File: config.mk
export PLATFORM = sky130hd
export DESIGN_NAME = blmm_ram
export DESIGN_NICKNAME = d
export VERILOG_FILES = /design/src/blmm_ram.sv
export SDC_FILE = /design/constraint.sdc
export NUM_CORES = 1
export LEC_CHECK = 0
export BUFFER_PORTS_ARGS = -buffer_cell sky130_fd_sc_hd__buf_2
export CORE_ASPECT_RATIO = 1.2
export CORE_MARGIN = 10
export CORE_UTILIZATION = 36
export CTS_BUF_LIST = sky130_fd_sc_hd__clkbuf_4
export DETAILED_ROUTE_END_ITERATION = 10
export MAX_ROUTING_LAYER = met4
export SETUP_SLACK_MARGIN = 0.1
export SLEW_MARGIN = 10
export SYNTH_ARGS = -nofsm -noshare
export SYNTH_HDL_FRONTEND = slang
export SYNTH_SLANG_ARGS = --single-unit
File: constraint.sdc
create_clock -name clk -period 2.17 [get_ports clk]
set_input_delay 0.651 -clock clk [delete_from_list [all_inputs] [get_ports clk]]
set_output_delay 0.651 -clock clk [all_outputs]
set_load 0.02 [all_outputs]
File: src/blmm_ram.sv
// Generic single write port, single read port RAM with registered read.
// No dependencies.
module blmm_ram #(
  parameter int WIDTH = 8,
  parameter int DEPTH = 8
) (
  input  logic                                  clk,
  input  logic                                  we,
  input  logic [((DEPTH > 1) ? $clog2(DEPTH) : 1)-1:0] waddr,
  input  logic [WIDTH-1:0]                      wdata,
  input  logic [((DEPTH > 1) ? $clog2(DEPTH) : 1)-1:0] raddr,
  output logic [WIDTH-1:0]                      rdata
);

  logic [WIDTH-1:0] mem [DEPTH];

  always_ff @(posedge clk) begin
    if (we) begin
      mem[waddr] <= wdata;
    end
    rdata <= mem[raddr];
  end

endmodule

# After elaboration in Yosys (flattened, before gate mapping)
# Memories as Yosys holds them, arrays and structs flattened. A register that Yosys moved wholly into a read port is not among the register bits.
# Index checks and enable logic that the tools add are counted.
word_totals:
  out_inout_bits: 8
  mem_bits_rw: 64
  register_bits: 0
  n_memories: 1
classes:
  mux: 2
mem_list:
  columns: ["memory", "depth", "width", "rd", "rd_ports_with_merged_regs", "wr", "line", "source"]
  rows:
  - ["mem", 8, 8, 1, 1, 1, "15", "logic [WIDTH-1:0] mem [DEPTH];"]
ops:
  columns: ["cell", "n"]
  rows:
  - ["$mux W1", 2]

# Logic depth before layout (Yosys ltp)
logic_depth:
  depth_word: 2
  mapped_depth: 4
  mapped_depth_nobuf: 2

# Worst setup path before layout
# No wires, ideal clock.
synth_path:
  path_kind: "input -> register"
  start: "input port waddr[2] in the netlist's numbering"
  end: "memory mem[0][0] (enable)"
  required_time_ns: 1.787
  t_arrival_ns: 1.428
  slack_ns: 0.358
  cell_stages: 2
  cell_sequence: "nand2b_1 > nor3_1"
synth_lines:
  columns: ["item", "line", "source"]
  rows:
  - ["from (decl)", "9", "input logic [((DEPTH > 1) ? $clog2(DEPTH) : 1)-1:0] waddr,"]
  - ["to (decl)", "15", null]
# Straight into the memory's write port.

# Final worst setup path
layout_path:
  start: "register rdata[7], read port of mem"
  end: "output port rdata[7]"
layout_lines:
  columns: ["item", "line", "source"]
  rows:
  - ["from (decl)", "12", "output logic [WIDTH-1:0] rdata"]
# No word-level cell between the ends.

==> results.ini <==
[floorplan]
die_h_um=114.7
rows=34
start_util_pct=37.00
die_area_um2=11350
coreArea_um2=7274
top_level_ports=24
die_w_um=98.93

[finish]
finish.instance_area_um2=3138
finalNetCount=168
antenna_cells=0
fillers=634
drive_above_1_share_pct=36.31
final_cells=247
final_common_cell=edfxtp_1
final_cell_mix=edfxtp_1, buf_2, mux4_1
area_growth_pct=16.60

[cts]
htree_levels=3
numCtsBuffers=9
numClockSinks=72
cts_resized=0
cts_tree=yes
cts-root-buf=clkbuf_4
cts_max_path_buffers=2
worstSkewPairLatency_ps=410
path_clk_slew_ps=110
hold_buffers=0
postCtsSetupRepairBufs=0

[setup_path]
cp_num_cells=1
crit_fanout=1
critPathLaunchType=flip-flop
crit_buf_inv=1
slowest_stage=dfxtp_1
worst_r2r_path_depth=2
worstSetupPathType=flip-flop to output pin
end_kind=output pin
max_stage_delay_ps=340
crit_required_ps=1520
arrival_ps=920
crit_family=flip-flops
cp_cell_sequence=buf_2

[synthesis]
syn-cell-area_um2=2691
synth_area_per_cell_um2=23.61
synth_seq_cells=72
synthDistinctLibCells=14
seq_area_frac_synth_pct=77.36
yosys_warnings=0
synthDominantAreaCellType=edfxtp_1
synth.area.top_cells=edfxtp_1, mux4_1, dfxtp_1
netlist_instances=114
syn_nets=130
synth_top_area_share_pct=71.41

[grt]
grt_pass1_vias=1385
grtUsageTotal_pct=9.346
antenna_found_initial=0
grt_overflow=0
grt_pass1_wl_um=7431
grt_max_degree=17

[place]
place_area_um2=2955
place_congestion=0.6382
place_ws_ps=274.8
dp.cells=231
io_buffers=23

[sta]
maxSlewHeadroom_pct=75.65
tns_ps=0
maxSlewViolCount=0
hold_ws_ps=501.9
setup_viol=0
final_min_period_over_clock_period_pct=72.33
min_period_ps=1570
rsz0062_at_grt=false
worst_pin_slew_ps=365.3
worst_slack_ps=600.4
hold_viol=0
clock.fmax_mhz=637.1
finClkSkew_ps=7.944

[power_and_ir_drop]
p_sw_uw=534.1
clkPwrFrac_pct=37.0
power_density_nw_per_um2=882.0
power_leakage_uw=0.001105
seqPwrFrac_pct=56.9
comb_power_share_pct=6.1
ir_worst_vdd_mv=0.3196
intPower_uw=2234
swShare_pct=19.30

[routing]
drt-initial-drc-count=34
via_per_inst=4.903
wl_per_cell_um=18.69
drcViolationCount=0
dr.pass1.iters=4
dr_total_vias=1211
antenna_left=0
drt_wl_total_um=4617

[run]
max-cap-violations=0

[outcome]
status=completed

[hold_path]
holdPathStages=1
hold_class=input pin to flip-flop

-- synth_stat cells --
master	number
nand2_1	2
nand2b_1	3
dfxtp_1	8
buf_6	1
edfxtp_1	64
mux4_2	1
buf_12	1
mux2_2	8
nor3_1	2
clkbuf_1	1
nor2_1	6
mux4_1	15
buf_2	1
buf_1	1
-- registers in the layout, summed over array words and instances, names as in the netlist --
register and flops:
mem 64, rdata 8
-- routing by layer --
metal | wire length (um) | global-route usage (%) | part of all wire (%)
met1 | 2077 | 10.70 | 45
met5 | 0 | - | 0
met4 | 107 | 6.029 | 2.3
met3 | 203 | 3.261 | 4.4
met2 | 2230 | 13.65 | 48
-- power by group through the flow --
stage          registers (uW)  logic [uW]  clock network, uW
6_report                 1570         169               1020
5_1_grt                  1580         187               1120
4_1_cts                  1580         175               1050
3_5_place_dp             1610         175                  0
3_3_place_gp             1600         168                  0
2_1_floorplan            1620        83.7                  0
-- final cells by class --
class / instances / area, um2 / area share (%)
sequential: 72 / 2082 / 66.35
clock inverter: 6 / 107.6 / 3.429
multi-input combinational: 37 / 565.5 / 18.02
clock buffer: 10 / 75.07 / 2.392
tap: 90 / 112.6 / 3.589
timing repair buffer: 32 / 195.2 / 6.220
-- stage by stage --
step / power [uW] / util (%)
after CTS: 2801 / 43.14
after floorplan: 1708 / -
after detailed placement: 1782 / 40.63
final: 2768 / 43.14
after global routing: 2892 / 43.14
after global placement: 1772 / 40.63
-- final timing paths --
check	start	slack [ps]	to
min	wdata[5]	500	mem[5][5]
max reg2reg	mem[3][4]	910	rdata[4]
max	rdata[7]	600	rdata[7]
min reg2reg	mem[7][5]	680	rdata[5]
-- cells by family after synthesis --
logic type / Yosys count / share of synthesized area [%]
DFF: 72 / 77.36
and+or+nand+nor: 13 / 2.185
buffers and inverters: 5 / 1.627
muxes: 24 / 18.83
(Power assumes the default switching activity.)
